## config.mk

```make
export PLATFORM = sky130hd
export DESIGN_NAME = four_level_page_table_walker_top_flat
export DESIGN_NICKNAME = d
export VERILOG_FILES = /design/src/rtl/core/ptw_pkg.sv /design/src/rtl/core/ptw_req_if.sv /design/src/rtl/core/ptw_rsp_if.sv /design/src/rtl/core/ptw_in_reg.sv /design/src/rtl/core/ptw_walk.sv /design/src/rtl/core/four_level_page_table_walker_top.sv /design/src/flat_wrapper.sv
export SDC_FILE = /design/constraint.sdc
export NUM_CORES = 1
export LEC_CHECK = 0
export ABC_AREA = 1
export BUFFER_PORTS_ARGS = -buffer_cell sky130_fd_sc_hd__buf_2
export CAP_MARGIN = 20
export CORE_UTILIZATION = 53
export DETAILED_ROUTE_END_ITERATION = 10
export PLACE_DENSITY = 0.81
export SYNTH_ARGS = -nofsm -noshare
export SYNTH_HDL_FRONTEND = slang
export SYNTH_SLANG_ARGS = --single-unit
```

## constraint.sdc

```tcl
create_clock -name clock -period 4.3 [get_ports clock]
set_clock_uncertainty 0.05 [all_clocks]
set_input_delay 0.43 -clock clock [delete_from_list [all_inputs] [get_ports clock]]
set_output_delay 0.43 -clock clock [all_outputs]
set_load 0.01 [all_outputs]
```

## src/rtl/core/ptw_pkg.sv

```systemverilog
`timescale 1ns / 1ps
// ----------------------------------------------------------------------------
// ptw_pkg
// Types and constants shared by the four-level page-table walker.
// ----------------------------------------------------------------------------
package ptw_pkg;

   localparam int VIRT_ADDR_BITS = 48;
   localparam int RA_BITS        = 36;
   localparam int PA_BITS        = 52;
   localparam int ENTRY_BITS     = 64;
   localparam int IDX_BITS       = 9;

   localparam logic [ENTRY_BITS-1:0] OFFSET_4K_MASK = 64'h0000_0000_0000_0FFF;
   localparam logic [ENTRY_BITS-1:0] OFFSET_2M_MASK = 64'h0000_0000_001F_FFFF;
   localparam logic [ENTRY_BITS-1:0] OFFSET_1G_MASK = 64'h0000_0000_3FFF_FFFF;

   localparam int ENTRY_PRESENT_BIT = 0;
   localparam int ENTRY_PS_BIT      = 7;

   localparam logic ACT_REQUEST  = 1'b0;
   localparam logic ACT_RESPONSE = 1'b1;

   localparam logic KIND_READ = 1'b0;
   localparam logic KIND_DONE = 1'b1;

   localparam logic [1:0] PS_4K = 2'd0;
   localparam logic [1:0] PS_2M = 2'd1;
   localparam logic [1:0] PS_1G = 2'd2;

   localparam logic [1:0] LVL_PML4 = 2'd0;
   localparam logic [1:0] LVL_PDPT = 2'd1;
   localparam logic [1:0] LVL_PD   = 2'd2;
   localparam logic [1:0] LVL_PT   = 2'd3;

   typedef struct packed {
      logic                      action;
      logic [RA_BITS-1:0]        table_root;
      logic [VIRT_ADDR_BITS-1:0] virtual_address;
      logic [ENTRY_BITS-1:0]     read_data;
      logic                      read_error;
   } req_type;

   typedef struct packed {
      logic               kind;
      logic [RA_BITS-1:0] read_address;
      logic [PA_BITS-1:0] physical_address;
      logic               fault;
      logic [1:0]         map_size;
   } rsp_type;

endpackage

```

## src/rtl/core/ptw_req_if.sv

```systemverilog
`timescale 1ns / 1ps
// ----------------------------------------------------------------------------
// ptw_req_if
// Request channel: new translations and memory read responses.
// ----------------------------------------------------------------------------
interface ptw_req_if import ptw_pkg::*; ();
   logic    valid;
   logic    ready;
   req_type data;

   modport source (output valid, output data, input ready);
   modport sink (input valid, input data, output ready);
endinterface

```

## src/rtl/core/ptw_rsp_if.sv

```systemverilog
`timescale 1ns / 1ps
// ----------------------------------------------------------------------------
// ptw_rsp_if
// Result channel: memory read requests and finished translations.
// ----------------------------------------------------------------------------
interface ptw_rsp_if import ptw_pkg::*; ();
   logic    valid;
   logic    ready;
   rsp_type data;

   modport source (output valid, output data, input ready);
   modport sink (input valid, input data, output ready);
endinterface

```

## src/rtl/core/ptw_in_reg.sv

```systemverilog
`timescale 1ns / 1ps
// ----------------------------------------------------------------------------
// ptw_in_reg
// Input register stage; holds one request transfer until the walk stage takes it.
// ----------------------------------------------------------------------------
module ptw_in_reg import ptw_pkg::*; (
   input  logic      clock,
   input  logic      reset,
   ptw_req_if.sink   req_if,
   input  logic      advance,
   output logic      stage_valid,
   output req_type   stage_data
);

   logic    valid_ff;
   logic    valid_in;
   req_type data_ff;
   logic    take;

   assign req_if.ready = !valid_ff || advance;
   assign take         = req_if.valid && req_if.ready;

   always_comb begin
      if (take) begin
         valid_in = 1'b1;
      end else if (advance) begin
         valid_in = 1'b0;
      end else begin
         valid_in = valid_ff;
      end
   end

   always_ff @(posedge clock) begin
      if (reset) begin
         valid_ff <= 1'b0;
      end else begin
         valid_ff <= valid_in;
      end
   end

   always_ff @(posedge clock) begin
      if (take) begin
         data_ff <= req_if.data;
      end
   end

   assign stage_valid = valid_ff;
   assign stage_data  = data_ff;

endmodule

```

## src/rtl/core/ptw_walk.sv

```systemverilog
`timescale 1ns / 1ps
// ----------------------------------------------------------------------------
// ptw_walk
// Walk state, one-level entry decode and the result register.
// ----------------------------------------------------------------------------
module ptw_walk import ptw_pkg::*; #(
   parameter int PHYS_ADDR_BITS = 36
) (
   input  logic      clock,
   input  logic      reset,
   input  logic      stage_valid,
   input  req_type   stage_data,
   output logic      advance,
   ptw_rsp_if.source rsp_if
);

   localparam logic [ENTRY_BITS-1:0] PHYS_MASK =
      (64'd1 << PHYS_ADDR_BITS) - 64'd1;
   localparam logic [ENTRY_BITS-1:0] FRAME_4K = PHYS_MASK & ~OFFSET_4K_MASK;
   localparam logic [ENTRY_BITS-1:0] FRAME_2M = PHYS_MASK & ~OFFSET_2M_MASK;
   localparam logic [ENTRY_BITS-1:0] FRAME_1G = PHYS_MASK & ~OFFSET_1G_MASK;

   logic                      busy_ff, busy_in;
   logic [1:0]                level_ff, level_in;
   logic [VIRT_ADDR_BITS-1:0] va_ff, va_in;
   logic                      out_valid_ff, out_valid_in;
   rsp_type                   out_data_ff, out_data_in;

   logic                      fire;
   logic                      load;
   logic [IDX_BITS-1:0]       next_idx;
   logic [RA_BITS-1:0]        root_addr;
   logic [ENTRY_BITS-1:0]     entry;
   logic [ENTRY_BITS-1:0]     table_addr;
   logic [ENTRY_BITS-1:0]     pa_1g, pa_2m, pa_4k;
   logic                      entry_bad;

   assign advance = !out_valid_ff || rsp_if.ready;
   assign fire    = stage_valid && advance;
   assign entry   = stage_data.read_data;

   assign root_addr = {stage_data.table_root[RA_BITS-1:4], 4'b0000}
                    + {{(RA_BITS-IDX_BITS-3){1'b0}},
                       stage_data.virtual_address[47:39], 3'b000};

   always_comb begin
      case (level_ff)
         LVL_PML4: next_idx = va_ff[38:30];
         LVL_PDPT: next_idx = va_ff[29:21];
         default:  next_idx = va_ff[20:12];
      endcase
   end

   assign table_addr = (entry & FRAME_4K)
                     | {{(ENTRY_BITS-IDX_BITS-3){1'b0}}, next_idx, 3'b000};
   assign pa_1g = (entry & FRAME_1G) | ({16'd0, va_ff} & OFFSET_1G_MASK);
   assign pa_2m = (entry & FRAME_2M) | ({16'd0, va_ff} & OFFSET_2M_MASK);
   assign pa_4k = (entry & FRAME_4K) | ({16'd0, va_ff} & OFFSET_4K_MASK);
   assign entry_bad = stage_data.read_error || !entry[ENTRY_PRESENT_BIT];

   always_comb begin
      busy_in     = busy_ff;
      level_in    = level_ff;
      va_in       = va_ff;
      load        = 1'b0;
      out_data_in = '0;
      if (fire) begin
         if (stage_data.action == ACT_REQUEST) begin
            busy_in                  = 1'b1;
            level_in                 = LVL_PML4;
            va_in                    = stage_data.virtual_address;
            load                     = 1'b1;
            out_data_in.kind         = KIND_READ;
            out_data_in.read_address = root_addr;
         end else if (busy_ff) begin
            load = 1'b1;
            if (entry_bad) begin
               busy_in           = 1'b0;
               level_in          = LVL_PML4;
               out_data_in.kind  = KIND_DONE;
               out_data_in.fault = 1'b1;
            end else begin
               case (level_ff)
                  LVL_PML4: begin
                     level_in                 = LVL_PDPT;
                     out_data_in.kind         = KIND_READ;
                     out_data_in.read_address = table_addr[RA_BITS-1:0];
                  end
                  LVL_PDPT, LVL_PD: begin
                     if (entry[ENTRY_PS_BIT]) begin
                        busy_in                      = 1'b0;
                        level_in                     = LVL_PML4;
                        out_data_in.kind             = KIND_DONE;
                        if (level_ff == LVL_PDPT) begin
                           out_data_in.physical_address = pa_1g[PA_BITS-1:0];
                           out_data_in.map_size         = PS_1G;
                        end else begin
                           out_data_in.physical_address = pa_2m[PA_BITS-1:0];
                           out_data_in.map_size         = PS_2M;
                        end
                     end else begin
                        level_in                 = level_ff + 2'd1;
                        out_data_in.kind         = KIND_READ;
                        out_data_in.read_address = table_addr[RA_BITS-1:0];
                     end
                  end
                  default: begin
                     busy_in                      = 1'b0;
                     level_in                     = LVL_PML4;
                     out_data_in.kind             = KIND_DONE;
                     out_data_in.physical_address = pa_4k[PA_BITS-1:0];
                     out_data_in.map_size         = PS_4K;
                  end
               endcase
            end
         end
      end
      if (load) begin
         out_valid_in = 1'b1;
      end else if (advance) begin
         out_valid_in = 1'b0;
      end else begin
         out_valid_in = out_valid_ff;
      end
   end

   always_ff @(posedge clock) begin
      if (reset) begin
         busy_ff      <= 1'b0;
         level_ff     <= LVL_PML4;
         out_valid_ff <= 1'b0;
      end else begin
         busy_ff      <= busy_in;
         level_ff     <= level_in;
         out_valid_ff <= out_valid_in;
      end
   end

   always_ff @(posedge clock) begin
      va_ff <= va_in;
      if (load) begin
         out_data_ff <= out_data_in;
      end
   end

   assign rsp_if.valid = out_valid_ff;
   assign rsp_if.data  = out_data_ff;

   // terse checks on walk bookkeeping
   a_fault_ends_walk: assert property (@(posedge clock) disable iff (reset)
      load && out_data_in.kind == KIND_DONE |=> !busy_ff && level_ff == LVL_PML4)
      else $error("walk still busy after finished transfer");

   a_read_keeps_walk: assert property (@(posedge clock) disable iff (reset)
      load && out_data_in.kind == KIND_READ |=> busy_ff)
      else $error("walk idle after read request");

   a_idle_rsp_ignored: assert property (@(posedge clock) disable iff (reset)
      fire && stage_data.action == ACT_RESPONSE && !busy_ff |=> !busy_ff)
      else $error("response while idle started a walk");

   a_size_only_done: assert property (@(posedge clock) disable iff (reset)
      out_valid_ff && out_data_ff.map_size != PS_4K
      |-> out_data_ff.kind == KIND_DONE && !out_data_ff.fault)
      else $error("page size on non-translation transfer");

endmodule

```

## src/rtl/core/four_level_page_table_walker_top.sv

```systemverilog
`timescale 1ns / 1ps
// ----------------------------------------------------------------------------
// four_level_page_table_walker_top
// Four-level page-table walker for 48-bit linear addresses.
// ----------------------------------------------------------------------------
// Usage:
//   req_if carries either a new translation (action 0: table root and
//   linear address) or the entry returned for the last read (action 1).
//   rsp_if returns either the address of the next 8-byte entry to read
//   (kind 0) or the finished translation with fault and page size (kind 1).
//   Each req transfer produces at most one rsp transfer, registered in
//   the input register and then the result register; a response that
//   arrives with no walk open gives nothing.
//   One req transfer can be taken every cycle while rsp_if.ready is high:
//   an input register and a result register hold one transfer each, and
//   the walk stage decodes one entry per cycle. A full walk costs four
//   memory round trips at most, set by the external memory latency.
//   A new translation while a walk is open drops the open walk.
//   Reset (synchronous) empties both registers and closes any walk.
//   If rsp_if.ready is low the result register holds its transfer and the
//   input register fills, after which req_if.ready falls.
// ----------------------------------------------------------------------------
module four_level_page_table_walker_top import ptw_pkg::*; #(
   parameter int PHYS_ADDR_BITS = 36
) (
   input  logic      clock,
   input  logic      reset,
   ptw_req_if.sink   req_if,
   ptw_rsp_if.source rsp_if
);

   logic    advance;
   logic    stage_valid;
   req_type stage_data;

   ptw_in_reg u_in_reg (
      .clock       (clock),
      .reset       (reset),
      .req_if      (req_if),
      .advance     (advance),
      .stage_valid (stage_valid),
      .stage_data  (stage_data)
   );

   ptw_walk #(
      .PHYS_ADDR_BITS (PHYS_ADDR_BITS)
   ) u_walk (
      .clock       (clock),
      .reset       (reset),
      .stage_valid (stage_valid),
      .stage_data  (stage_data),
      .advance     (advance),
      .rsp_if      (rsp_if)
   );

endmodule

```

## src/flat_wrapper.sv

```systemverilog
// flat-port wrapper written by rule: the top's interface ports become plain ports
module four_level_page_table_walker_top_flat import ptw_pkg::*;
#(
   parameter int PHYS_ADDR_BITS = 36
)
  (clock, reset, req_if_valid, req_if_data, req_if_ready, rsp_if_valid, rsp_if_data, rsp_if_ready);
  ptw_req_if req_if_i ();
  ptw_rsp_if rsp_if_i ();
  input  logic clock;
  input  logic reset;
  input wire logic [$bits(req_if_i.valid)-1:0] req_if_valid;
  input wire logic [$bits(req_if_i.data)-1:0] req_if_data;
  output wire logic [$bits(req_if_i.ready)-1:0] req_if_ready;
  output wire logic [$bits(rsp_if_i.valid)-1:0] rsp_if_valid;
  output wire logic [$bits(rsp_if_i.data)-1:0] rsp_if_data;
  input wire logic [$bits(rsp_if_i.ready)-1:0] rsp_if_ready;
  assign req_if_i.valid = req_if_valid;
  assign req_if_i.data = req_if_data;
  assign req_if_ready = req_if_i.ready;
  assign rsp_if_valid = rsp_if_i.valid;
  assign rsp_if_data = rsp_if_i.data;
  assign rsp_if_i.ready = rsp_if_ready;
  four_level_page_table_walker_top #(.PHYS_ADDR_BITS(PHYS_ADDR_BITS)) u_core (.clock(clock), .reset(reset), .req_if(req_if_i), .rsp_if(rsp_if_i));
endmodule
```

* Yosys cells after proc, flatten, opt, wreduce, memory -nomap -nowiden *
Index checks and enable logic that the tools add are counted.

storage, ports and cells
  bits in writable memories = 0
  memories kept = 0
  output and inout bits = 94
  word-level logic and storage cells = 79
  register bits after elaboration = 258
  bits in latches = 0
  ROM bits = 0

operators by class
  add/sub/neg operators = 2
  mux-type cells = 33
  divide/modulo/power cells = 0
  shifts and indexed selects = 0
  reductions and logical operators = 17
  $mul = 0
  order comparisons = 0
  equality and inequality tests = 3
  bitwise gates (word level) = 9

operator list
  cell                   number
  $mux W36               4
  $pmux W52 S2           1
  $mux W91               1
  $mux W88               1
  $or A36 B12 Y36        2
  $pmux W36 S2           1
  $add A36 B12 Y36       1
  $or A36 B21 Y36        1
  $or A36 B30 Y36        1
  $pmux W9 S2            1
  $mux W2                8
  $mux W1                13
  $reduce_or A6 Y1       1
  $not A1 Y1             5
  $pmux W1 S2            2
  $pmux W2 S2            1
  $reduce_and A2 Y1      2
  $reduce_bool A2 Y1     2
  $reduce_or A4 Y1       1
  $logic_not A1 Y1       3
  $logic_or A1 B1 Y1     3
  $reduce_and A3 Y1      1
  $add A2 B1 Y2 const B  1
  $eq A2 B1 Y1 const B   1
  other kinds (5)        6

* Depth between registers and ports, before layout *
  depth after elaboration = 8
  gate-level depth with buffers = 13
  mapped depth without buffers = 13

* Hierarchy *
A second synthesis with hierarchy kept.

unflattened totals
  cells, all modules = 843
  area total of the unflattened synthesis = 10,770.3 µm²

modules (own cells, without submodules)
  module      instances  seq. area each (µm²)  cells an instance  area each (µm²)
  ptw_walk    1          3,443.3               687                6,218.5
  ptw_in_reg  1          4,524.3               156                4,551.9

* Worst setup path before layout *
Ideal clock, no wire load.

  path type = in2reg
  start point = input port rsp_if_ready
  end point = register u_core.u_in_reg.data_ff (netlist bit u_core.u_in_reg.stage_data[0]) (enable)
  library setup time = 462 ps
  arrival = 2,820 ps
  cell stages on the path = 4
  path slack = 969 ps
  data required time = 3,788 ps
  path through = inv_1 > nand3_1 > nand2_1 > inv_1

between the ends
  word-level cells in the longest chain between the ends = 3

RTL lines
  element                         line                text
  start: declaration              flat_wrapper.sv:16  input wire logic [$bits(rsp_if_i.ready)-1:0] rsp_if_ready;
  $logic_or A1 B1 Y1              ptw_walk.sv:38      assign advance = !out_valid_ff || rsp_if.ready;
  $logic_or A1 B1 Y1              ptw_in_reg.sv:20    assign req_if.ready = !valid_ff || advance;
  named net req_if_ready          flat_wrapper.sv:13  output wire logic [$bits(req_if_i.ready)-1:0] req_if_ready;
  $logic_and A1 B1 Y1             ptw_in_reg.sv:21    assign take = req_if.valid && req_if.ready;
  named net u_core.u_in_reg.take  ptw_in_reg.sv:18    logic take;
  end signal: assignment          ptw_in_reg.sv:43    data_ff <= req_if.data;
  end: declaration                ptw_in_reg.sv:17    req_type data_ff;

The timed path passes the listed nets, and every way through them passes these cells.
A chain may end at the register's enable or synchronous reset.

* Worst setup path in the final report *
  start point = register u_core.u_in_reg.data_ff (netlist bit u_core.u_in_reg.stage_data[149])
  end point = register u_core.u_walk.out_data_ff (netlist bit u_core.u_walk.rsp_if.data[20]) (enable)

between the ends
  word-level cells in the longest chain between the ends = 2

RTL lines
  element                       line             text
  $mux W1                       ptw_walk.sv:68   if (stage_data.action == ACT_REQUEST) begin
  $mux W1                       ptw_walk.sv:67   if (fire) begin
  named net u_core.u_walk.load  ptw_walk.sv:30   logic load;
  end signal: assignment        ptw_walk.sv:142  out_data_ff <= out_data_in;
  end: declaration              ptw_walk.sv:27   rsp_type out_data_ff, out_data_in;

The timed path passes the listed nets, and every way through them passes these cells.

==> run_results.csv <==
group,metric,value,unit
synth,netlist.area_leader.share,69.66,%
synth,async_flop_share,0,%
detailed_routing,drc_errors,0,
layout,area_delta_synth_final,19.06,%
detailed_routing,vias_per_cell,5.162,
grt,antenna_found_initial,1,
job,max_cap_violations,0,
detailed_routing,ant_nets,0,
synth,synth_seq_cells,225,
synth,yosys-top-cells-area,"edfxtp_1 (70%), nand2_1 (6.6%), inv_1 (3.1%), nand3_1 (2.5%), nor2_1 (2.4%)",
detailed_routing,vias,6323,
clock_network,cts.clk_slew.worst_paths,0.06,ns
layout,final_cells,1225,
synth,synth.most_common_cell,"edfxtp_1",
detailed_routing,drt_pass1_iterations,5,
critical_path,start_kind,"flip-flop",
power_and_ir_drop,irDropWorstVdd,0.2834,mV
sta,period_share,64.13,%
layout,final_util,65.06,%
synth,ys_seq_area_share,70.71,%
sta,worst_pin_slew,0.8663,ns
die,core,17360,um2
grt,grt_pass1_vias,5997,
synth,yosys_most_used_dff,"edfxtp_1",
sta,maxSlewViolCount,0,
sta,setup_viol,0,
synth,syn_inst,783,
clock_network,clk_latency,0.52,ns
clock_network,holdBufCountCts,0,
clock_network,cts_buffers,23,
sta,timing.fmax,0.3627,GHz
clock_network,cts-root-buf,"clkbuf_16",
grt,grt_max_degree,47,
synth,avgSynthCellArea,12.11,um2
synth,synth_edf_count,220,
detailed_routing,drt_wl_total,21280,um
layout,nets,1149,
clock_network,cts_buffer_depth,3,
place,port_buffers,186,
sta,slew_headroom,42.04,%
critical_path,path_max_fanout,29,
sta,rsz0062_at_grt,"false",
outcome,status,"completed",
die,start_util,54.64,%
die,io_pins,248,
power_and_ir_drop,power,4.741,mW
die,die_x,135.8,um
synth,synth_area,9484,um2
synth,synthTopCellsByCount,"edfxtp_1 (220), nand2_1 (166), inv_1 (78)",
critical_path,arrival,2.89,ns
grt,gr-usage-all-layers,23.45,%
detailed_routing,dr.first_iter.drc_count,489,
die,fp.dieH,135.8,um
critical_path,cp.required,4.43,ns
clock_network,cts_resized,0,
worst_hold_path,min_path_type,"input pin to flip-flop",
layout,fillers,1314,
clock_network,post_cts_buffers,0,
synth,yosysWarnings,0,
power_and_ir_drop,power_density,419.8,nW/um2
layout,layout-drive-gt1-share,25.93,%
grt,gr-total-overflow,0,
sta,fin_tns_setup,0,ns
sta,finalHoldViolCount,0,
sta,period_minus_slack,2.757,ns
place,place_congestion,0.9052,
clock_network,htreeDepth,1,
synth,yosysUniqueCellTypes,51,
die,design.die.area,18430,um2
critical_path,crit_path_end_kind,"flip-flop",
sta,fin_hold_ws,0.03453,ns
synth,synth_top_cell_by_area,"edfxtp_1",
grt,grt_pass1_wl,31890,um
place,dp_hpwl,15620,um
power_and_ir_drop,cellLeakagePower,4.716,nW
die,rows,48,
detailed_routing,routedWlPerCell,17.37,um
clock_network,clock-sinks,225,
clock_network,cts_tree,"built",
place,place_inst,1183,
critical_path,crit_type,"flip-flop to flip-flop",
==> stage by stage <==
| step | cell area (um2) | setup WS [ns] |
|---|---|---|
| after floorplan | 9552 | 0.9686 |
| after global placement | 10600 | 1.616 |
| after detailed placement | 10600 | 1.565 |
| after CTS | 11290 | 1.550 |
| after global routing | 11290 | 1.436 |
| final | 11290 | 1.543 |
==> power breakdown <==
group	internal (mW)	total (mW)	switching, mW
Clock	1.02	1.81	0.792
Combinational	0.120	0.355	0.235
Sequential	2.52	2.57	0.0535
==> worst max-delay path, cell delays in order (launching register included) <==
cell and delay (ns):
edfxtp_1 0.46, inv_2 0.42, nand2_1 0.40, buf_4 0.32, nand2_4 0.34, buf_4 0.42
==> final timing paths <==
check | slack [ns] | cells past startpoint | start | to
worst max register to register | 1.54 | 5 | u_core.u_in_reg.stage_data[149] | u_core.u_walk.rsp_if.data[20]
worst min register to register | 0.36 | 0 | u_core.u_in_reg.stage_data[82] | u_core.u_walk.va_ff[17]
worst max-delay path | 1.54 | 5 | u_core.u_in_reg.stage_data[149] | u_core.u_walk.rsp_if.data[20]
worst min-delay path | 0.03 | 1 | req_if_data[124] | u_core.u_in_reg.stage_data[124]
==> cell usage in the layout, fill, tap and decap left out, drive strengths merged <==
master,instances
clkinv,7
diode,1
buf,193
and3,1
a22o,5
and3b,1
inv,88
ha,11
a21boi,2
nand2,168
conb,19
nand3,49
nor2,69
o2bb2ai,2
nand4,6
or2,3
nor3b,4
nor3,9
xnor2,1
a31oi,4
o22ai,7
and2,3
nand3b,7
fa,1
clkbuf,33
o31ai,5
a22oi,9
dfxtp,5
a211oi,3
a31o,1
o32ai,1
a21oi,30
a32oi,1
clkinvlp,2
o21ai,29
edfxtp,220
==> cell type report <==
cell class	instances	area [um2]	area share (%)
timing repair buffer	193	983.4	8.709
multi-input combinational	451	2293	20.31
inverter	89	337.8	2.992
antenna	1	2.502	0.02216
tap	225	281.5	2.493
clock buffer	33	623.1	5.518
clock inverter	8	63.81	0.5651
sequential	225	6706	59.39
==> layer usage <==
| metal | vias to the layer above | GRT usage, % | share of wire (%) |
|---|---|---|---|
| met2 | 241 | 39.17 | 49 |
| met5 | - | 0 | 0 |
| met4 | 0 | 9.988 | 3.3 |
| met1 | 2939 | 30.85 | 42 |
| li1 | 3099 | - | - |
| met3 | 44 | 3.105 | 5.7 |
==> state kept, by name (all words and copies together), names as in the netlist <==
| signal | flops |
|---|---|
| u_core.u_in_reg.stage_data | 108 |
| u_core.u_in_reg.stage_valid | 1 |
| u_core.u_walk.busy_ff | 1 |
| u_core.u_walk.level_ff | 2 |
| u_core.u_walk.rsp_if.data | 73 |
| u_core.u_walk.rsp_if.valid | 1 |
| u_core.u_walk.va_ff | 39 |
==> cells by family after synthesis <==
| kind of cell | after synthesis | share of synthesized area, % |
|---|---|---|
| compound gates | 99 | 6.504 |
| flops | 225 | 70.71 |
| simple gates | 320 | 15.09 |
| buf+inv | 125 | 5.897 |
| xor+xnor | 1 | 0.09237 |
| other cells | 1 | 0.03954 |
| fa+ha+maj | 12 | 1.662 |
No activity file was read; power rests on OpenSTA's default activity.
